**config.mk**
```make
export PLATFORM = sky130hd
export DESIGN_NAME = gn4_ctrl
export DESIGN_NICKNAME = d
export VERILOG_FILES = /design/src/gn4_pkg.sv /design/src/gn4_ctrl.sv
export SDC_FILE = /design/constraint.sdc
export NUM_CORES = 1
export LEC_CHECK = 0
export ABC_AREA = 0
export BUFFER_PORTS_ARGS = -buffer_cell sky130_fd_sc_hd__buf_2
export CORE_MARGIN = 3
export CORE_UTILIZATION = 45
export DETAILED_ROUTE_END_ITERATION = 10
export PLACE_DENSITY = 0.74
export SYNTH_ARGS = -nofsm -noshare
export SYNTH_HDL_FRONTEND = slang
export SYNTH_SLANG_ARGS = --single-unit
```
**constraint.sdc**
```tcl
create_clock -name clk -period 2.9 [get_ports clk]
set_input_delay 0.29 -clock clk [delete_from_list [all_inputs] [get_ports clk]]
set_output_delay 0.29 -clock clk [all_outputs]
set_load 0.005 [all_outputs]
```
**src/gn4_pkg.sv**
```systemverilog
`timescale 1ns / 1ps
package gn4_pkg;

    localparam int TABLE_DEPTH = 256;
    localparam int IDX_W       = $clog2(TABLE_DEPTH);
    localparam int FRAC_BITS   = 16;
    localparam int COORD_W     = 24;
    localparam int WORK_BITS   = 24;
    localparam int GRAD_W      = 5;
    localparam int NUM_DIMS    = 4;
    localparam int NUM_CORNERS = 16;
    localparam int OFF_W       = WORK_BITS + 1;
    localparam int VAL_W       = WORK_BITS + 3;
    localparam int MA_W        = WORK_BITS + 5;
    localparam int MB_W        = WORK_BITS + 1;
    localparam int PROD_W      = MA_W + MB_W;
    localparam int OUT_W       = 19;
    localparam int OUT_LIMIT   = 196608;
    localparam int RND_W       = VAL_W + 1;
    localparam int SHR_W       = RND_W - (WORK_BITS - 16);

    localparam int CNT_W       = 4;
    localparam int SUB_W       = 3;
    localparam logic [SUB_W-1:0] HASH_LAST_SUB = 3'd4;
    localparam logic [CNT_W-1:0] PAIR_LAST     = 4'd7;
    localparam logic [SUB_W-1:0] FADE_LAST_SUB = 3'd3;
    localparam logic [CNT_W-1:0] DIM_LAST      = 4'd3;
    localparam logic [SUB_W-1:0] MIX_LAST_SUB  = 3'd1;
    localparam logic [CNT_W-1:0] MIX_LAST      = 4'd14;

    typedef enum logic [2:0] {
        ST_IDLE,
        ST_HASH,
        ST_FADE,
        ST_MIX,
        ST_DONE
    } state_t;

    typedef enum logic [2:0] {
        OP_NONE,
        OP_CAPTURE,
        OP_WRITE,
        OP_HASH,
        OP_FADE,
        OP_MIX,
        OP_EMIT
    } op_t;

    typedef struct packed {
        op_t              op;
        logic [CNT_W-1:0] idx;
        logic [SUB_W-1:0] sub;
    } cmd_t;

    // Per dimension: 2'b01 plus, 2'b11 minus, 2'b00 zero.
    function automatic logic [NUM_DIMS-1:0][1:0] grad_vec(input logic [GRAD_W-1:0] code);
        logic [NUM_DIMS-1:0][1:0] g;
        logic [1:0] zero_dim;
        logic [1:0] k;
        zero_dim = 2'd3 - code[1:0];
        for (int d = 0; d < NUM_DIMS; d++)
        begin
            k = (2'(d) < zero_dim) ? 2'(d) : 2'(d - 1);
            if (2'(d) == zero_dim)
            begin
                g[d] = 2'b00;
            end
            else
            begin
                g[d] = code[3'd4 - {1'b0, k}] ? 2'b11 : 2'b01;
            end
        end
        return g;
    endfunction

endpackage

```
**src/gn4_ctrl.sv**
```systemverilog
`timescale 1ns / 1ps
module gn4_ctrl (
    input  logic          clk,
    input  logic          rst_n,
    input  logic          in_valid,
    input  logic          req_type,
    input  logic          out_ready,
    output logic          in_ready,
    output logic          out_valid,
    output gn4_pkg::cmd_t cmd
);
    import gn4_pkg::*;

    state_t           state_reg, state_next;
    logic [CNT_W-1:0] idx_reg, idx_next;
    logic [SUB_W-1:0] sub_reg, sub_next;
    logic             out_valid_reg, out_valid_next;
    logic             emit;

    assign emit = (state_reg == ST_DONE) && (!out_valid_reg || out_ready);

    always_comb
    begin
        state_next     = state_reg;
        idx_next       = idx_reg;
        sub_next       = sub_reg;
        out_valid_next = out_valid_reg && !out_ready;
        case (state_reg)
            ST_IDLE:
            begin
                idx_next = '0;
                sub_next = '0;
                if (in_valid && !req_type)
                begin
                    state_next = ST_HASH;
                end
            end
            ST_HASH:
            begin
                sub_next = sub_reg + 1'b1;
                if (sub_reg == HASH_LAST_SUB)
                begin
                    sub_next = '0;
                    idx_next = idx_reg + 1'b1;
                    if (idx_reg == PAIR_LAST)
                    begin
                        idx_next   = '0;
                        state_next = ST_FADE;
                    end
                end
            end
            ST_FADE:
            begin
                sub_next = sub_reg + 1'b1;
                if (sub_reg == FADE_LAST_SUB)
                begin
                    sub_next = '0;
                    idx_next = idx_reg + 1'b1;
                    if (idx_reg == DIM_LAST)
                    begin
                        idx_next   = '0;
                        state_next = ST_MIX;
                    end
                end
            end
            ST_MIX:
            begin
                sub_next = sub_reg + 1'b1;
                if (sub_reg == MIX_LAST_SUB)
                begin
                    sub_next = '0;
                    idx_next = idx_reg + 1'b1;
                    if (idx_reg == MIX_LAST)
                    begin
                        state_next = ST_DONE;
                    end
                end
            end
            ST_DONE:
            begin
                if (emit)
                begin
                    out_valid_next = 1'b1;
                    state_next     = ST_IDLE;
                end
            end
            default:
            begin
                state_next = ST_IDLE;
            end
        endcase
    end

    always_comb
    begin
        in_ready = 1'b0;
        cmd.op   = OP_NONE;
        cmd.idx  = idx_reg;
        cmd.sub  = sub_reg;
        case (state_reg)
            ST_IDLE:
            begin
                in_ready = 1'b1;
                if (in_valid)
                begin
                    cmd.op = req_type ? OP_WRITE : OP_CAPTURE;
                end
            end
            ST_HASH:
            begin
                cmd.op = OP_HASH;
            end
            ST_FADE:
            begin
                cmd.op = OP_FADE;
            end
            ST_MIX:
            begin
                cmd.op = OP_MIX;
            end
            ST_DONE:
            begin
                cmd.op = emit ? OP_EMIT : OP_NONE;
            end
            default:
            begin
                cmd.op = OP_NONE;
            end
        endcase
    end

    always_ff @(posedge clk or negedge rst_n)
    begin
        if (!rst_n)
        begin
            state_reg     <= ST_IDLE;
            idx_reg       <= '0;
            sub_reg       <= '0;
            out_valid_reg <= 1'b0;
        end
        else
        begin
            state_reg     <= state_next;
            idx_reg       <= idx_next;
            sub_reg       <= sub_next;
            out_valid_reg <= out_valid_next;
        end
    end

    assign out_valid = out_valid_reg;

endmodule

```
# After elaboration in Yosys (flattened, before gate mapping)
# Index checks and enable logic that the tools add are counted.
# classes
n_eq_ne,18
addsub,2
n_reduce_logical,11
muxes,26
# op_table
cell,n
$mux 3,12
$pmux 3 s5,2
$mux 4,5
$ne 2x2->1 const B,8
$pmux 4 s4,1
$pmux 3 s4,1
$eq 3x2->1 const B,3
$reduce_and 8->1,1
$eq 3x1->1 const B,2
$eq 3x3->1 const B,2
$add 4x1->4 const B,1
$eq 4x2->1 const B,1
$eq 4x3->1 const B,1
$eq 4x4->1 const B,1
$mux 2,2
$reduce_and 4->1,1
$reduce_bool 4->1,1
$add 3x1->3 const B,1
$logic_and 1x1->1,3
$logic_not 1->1,3
$logic_not 3->1,1
$mux 1,3
$logic_or 1x1->1,1
# word_totals
word_cells,61
ff_bits,11

# Longest topological paths before layout
# depth
word_depth,5
mapped_depth,6
depth_no_buf,6

# Worst setup path before layout
# No wires, ideal clock.
# synth_path
kind,reg2reg
startpoint,reg sub_reg[0]
endpoint,reg state_reg[0]
t_arrival_ns,1.864
period_less_slack_ns,1.989
setup_ns,0.125
slack_ns,0.911
stages_incl_launch_ff,7
required_ns,2.775
path_cell_list,dfrtp_1 > inv_1 > ha_1 > nand3b_1 > a41o_4 > or4_4 > mux2_4
# synth_between
elab_chain_len,3
# synth_lines
item,line_no,source
from (decl),gn4_ctrl.sv:16,"logic [SUB_W-1:0] sub_reg, sub_next;"
from (signal assigned),gn4_ctrl.sv:145,sub_reg <= sub_next;
$eq 3x1->1 (tied with other cells),gn4_ctrl.sv:69,if (sub_reg == MIX_LAST_SUB)
$ne 2x2->1 (no source line),-,
$reduce_and 8->1 (no source line) (*),-,
to (signal assigned),gn4_ctrl.sv:143,state_reg <= state_next;
to (decl),gn4_ctrl.sv:14,"state_t state_reg, state_next;"
# Mark *: on every way between the ends. The rest lies on a longest branch, timed or not.
# A chain may end at the register's enable or synchronous reset.

# Final worst setup path
# layout_path
startpoint,reg state_reg[2]
endpoint,reg state_reg[0]
# layout_between
elab_chain_len,4
# layout_lines
item,line_no,source
$eq 3x3->1,"gn4_ctrl.sv:20, gn4_ctrl.sv:28",
$logic_and 1x1->1,gn4_ctrl.sv:20,assign emit = (state_reg == ST_DONE) && (!out_valid_reg || out_ready);
$ne 2x2->1 (no source line),-,
$reduce_and 8->1 (no source line),-,
# Several ways; a longest one is shown, not always the timed one.

==> impl_metrics.py <==
metrics = {
    "sta": {
        "max_freq_mhz": 459,
        "final.setup.tns_ns": 0,
        "final.setup_skew_ns": 0.00573,
        "setup_viol_count_final": 0,
        "maxSlewHeadroom_pct": 46.5,
        "worst_pin_slew_ns": 0.796,
        "setup_ws_ns": 0.723,
        "post-route-period-util_pct": 75.1,
        "hold_viol_final": 0,
        "min_period_ns": 2.18,
        "rsz0062_at_grt": "no",
        "drv_slew": 0,
    },
    "finish": {
        "drive_gt1_share_pct": 24.0,
        "nFillCells": 158,
        "syn_to_final_growth_pct": 12.7,
        "largest_reg_flops": 4,
        "layout_common_cells": "buf_2 (16), dfrtp_1 (11), inv_1 (9)",
        "final_net_count": 117,
        "num_antenna_cells": 0,
        "final_common_cell": "buf_2",
    },
    "drt": {
        "firstDrtPassIters": 4,
        "drtIter0Drc": 30,
        "antenna_left": 0,
        "via_count": 731,
        "wl_per_cell_microns": 13.2,
        "via_per_inst": 5.71,
        "drcViolationCount": 0,
        "wl_microns": 1690,
    },
    "cts": {
        "h-tree-depth": 1,
        "cts-resized-gates": 0,
        "numCtsBuffers": 3,
        "clkTransAtPathRegs_ns": 0.08,
        "ctsLongestPathBuffers": 2,
        "cts_tree": "built",
        "root_buffer": "clkbuf_4",
        "cts.sinks": 11,
        "clock_latency_ns": 0.27,
    },
    "logic_synthesis": {
        "ys_types": 34,
        "yosysSeqAreaShare_pct": 33.3,
        "syn_nets": 100,
        "avgSynthCellArea_sq_um": 9.38,
        "netlist_area_sq_um": 826,
        "ys.flop_type": "dfrtp_1",
        "synth_warnings": 0,
        "netlist_instances": 88,
        "synth-seq-cells": 11,
        "synth_edf_count": 0,
        "synthArstFlopShare_pct": 100,
    },
    "global_route": {
        "grt_max_degree": 21,
        "first_global_vias": 654,
        "grt_pass1_wl_microns": 2820,
        "grt_overflow": 0,
        "grt_use_total_pct": 15.2,
        "antenna_found_initial": 0,
    },
    "worst_setup_path": {
        "reg2reg_from": "state_reg[2]",
        "rrSetupSlack_ns": 0.72,
        "crit_path_max_fanout": 20,
        "criticalPathCategory": "reg -> reg",
        "crit_required_ns": 3.07,
        "end_kind": "flip-flop",
        "r2r_cells": 4,
        "start_kind": "flip-flop",
        "crit_arrival_ns": 2.34,
        "worstReg2RegEnd": "state_reg[0]",
    },
    "floorplanning": {
        "die_area_sq_um": 2380,
        "die_w_microns": 48.8,
        "ios": 17,
        "initial_core_util_pct": 51.2,
        "rows": 14,
        "core_area_sq_um": 1610,
        "die_height_microns": 48.8,
    },
    "placed_design": {
        "dpl.hpwl_microns": 1280,
        "pre_cts_slack_ns": 0.759,
        "port_buffers": 16,
        "gp_congestion": 0.798,
    },
    "power": {
        "power_density_nw_per_um2": 1130,
        "total_power_uw": 1050,
        "p_leak_uw": 0.000439,
        "peakVddDrop_mv": 0.535,
    },
    "min_path": {
        "min_path_cells": 3,
        "hold_path.class": "in -> reg",
        "worstHoldStart": "out_ready",
        "min_to": "out_valid",
    },
    "outcome": {
        "status": "finished clean",
    },
    "job": {
        "drv_cap": 0,
    },
}
through the flow:
step / utilization, % / hold slack, ns / std cells / cell area (sq um)
floorplan: - / -0.00559 / 88 / 826
global placement: 55.5 / 0.176 / 123 / 895
detailed placement: 55.5 / 0.180 / 123 / 895
CTS: 57.8 / 0.370 / 128 / 931
global route: 57.8 / 0.428 / 128 / 931
finish: 57.8 / 0.375 / 128 / 931
cells in the mapped netlist (all sizes together), types with 2 or more instances:
| master | number | area share, % |
|---|---|---|
| a21oi | 5 | 3.0 |
| a311oi | 2 | 2.1 |
| a31oi | 2 | 1.5 |
| buf | 3 | 2.9 |
| clkbuf | 2 | 2.1 |
| dfrtp | 11 | 33 |
| ha | 7 | 11 |
| inv | 9 | 4.1 |
| nand2 | 6 | 2.7 |
| nand2b | 3 | 2.3 |
| nand3 | 2 | 1.2 |
| nand3b | 3 | 4.2 |
| nand4 | 2 | 1.5 |
| nor2 | 6 | 2.7 |
| nor3 | 2 | 1.2 |
| o21ai | 4 | 2.4 |
| o221ai | 3 | 3.2 |
| o22ai | 2 | 1.5 |
| o41ai | 2 | 2.1 |
| xnor2 | 2 | 2.1 |
worst max-delay path by stage:
stage / startpoint / endpoint / depth (start not counted)
floorplan: sub_reg[0] / state_reg[0] / 6
detailed placement: state_reg[2] / state_reg[0] / 4
finish: state_reg[2] / state_reg[0] / 4
global route: state_reg[2] / state_reg[0] / 4
CTS: state_reg[2] / state_reg[0] / 4
global placement: state_reg[1] / state_reg[0] / 4
where the power goes:
part / switching (uW) / internal [uW] / total, uW
clock: 54.9 / 53.3 / 108
sequential: 127 / 217 / 345
combinational: 304 / 291 / 595
total: 486 / 562 / 1050
what timing repair did:
action	in CTS	in global routing
hold endpoints to repair	11	0
hold buffers	1	0
setup buffers	0	0
logic make-up (layout without fill, tap and decap cells):
kind of cell	after synthesis	count (layout)	share of synthesized area (%)
AOI/OAI and AO/OA	25	25	22.4
xor gates and xnor gates	2	2	2.12
adders and majority gates	7	7	10.6
buffers and inverters	14	30	9.09
DFF	11	11	33.3
muxes	2	2	3.03
and+or+nand+nor	27	27	19.4
critical path: stages (launching register included):
cell	delay (ns)
dfrtp_1	0.69
inv_1	0.24
a41o_4	0.29
or4_4	0.54
mux2_4	0.31
metal layers:
metal / global-route usage (%) / wire length (microns) / vias to the layer above / part of all wire (%)
met5: 0 / 0 / - / 0
met4: 11.4 / 59 / 0 / 3.5
met3: 2.45 / 87 / 7 / 5.2
met2: 24.0 / 791 / 25 / 47
met1: 18.5 / 748 / 339 / 44
li1: - / - / 360 / -
final cells by class:
class                           count  area [sq um]  area share [%]
Inverter                            9          33.8            3.63
Multi-Input combinational cell     63           475            51.1
Tap cell                           24          30.0            3.23
Timing Repair Buffer               17          90.1            9.68
Clock buffer                        4          26.3            2.82
Sequential cell                    11           275            29.6
Note: power is estimated with default switching activity, not from simulation.
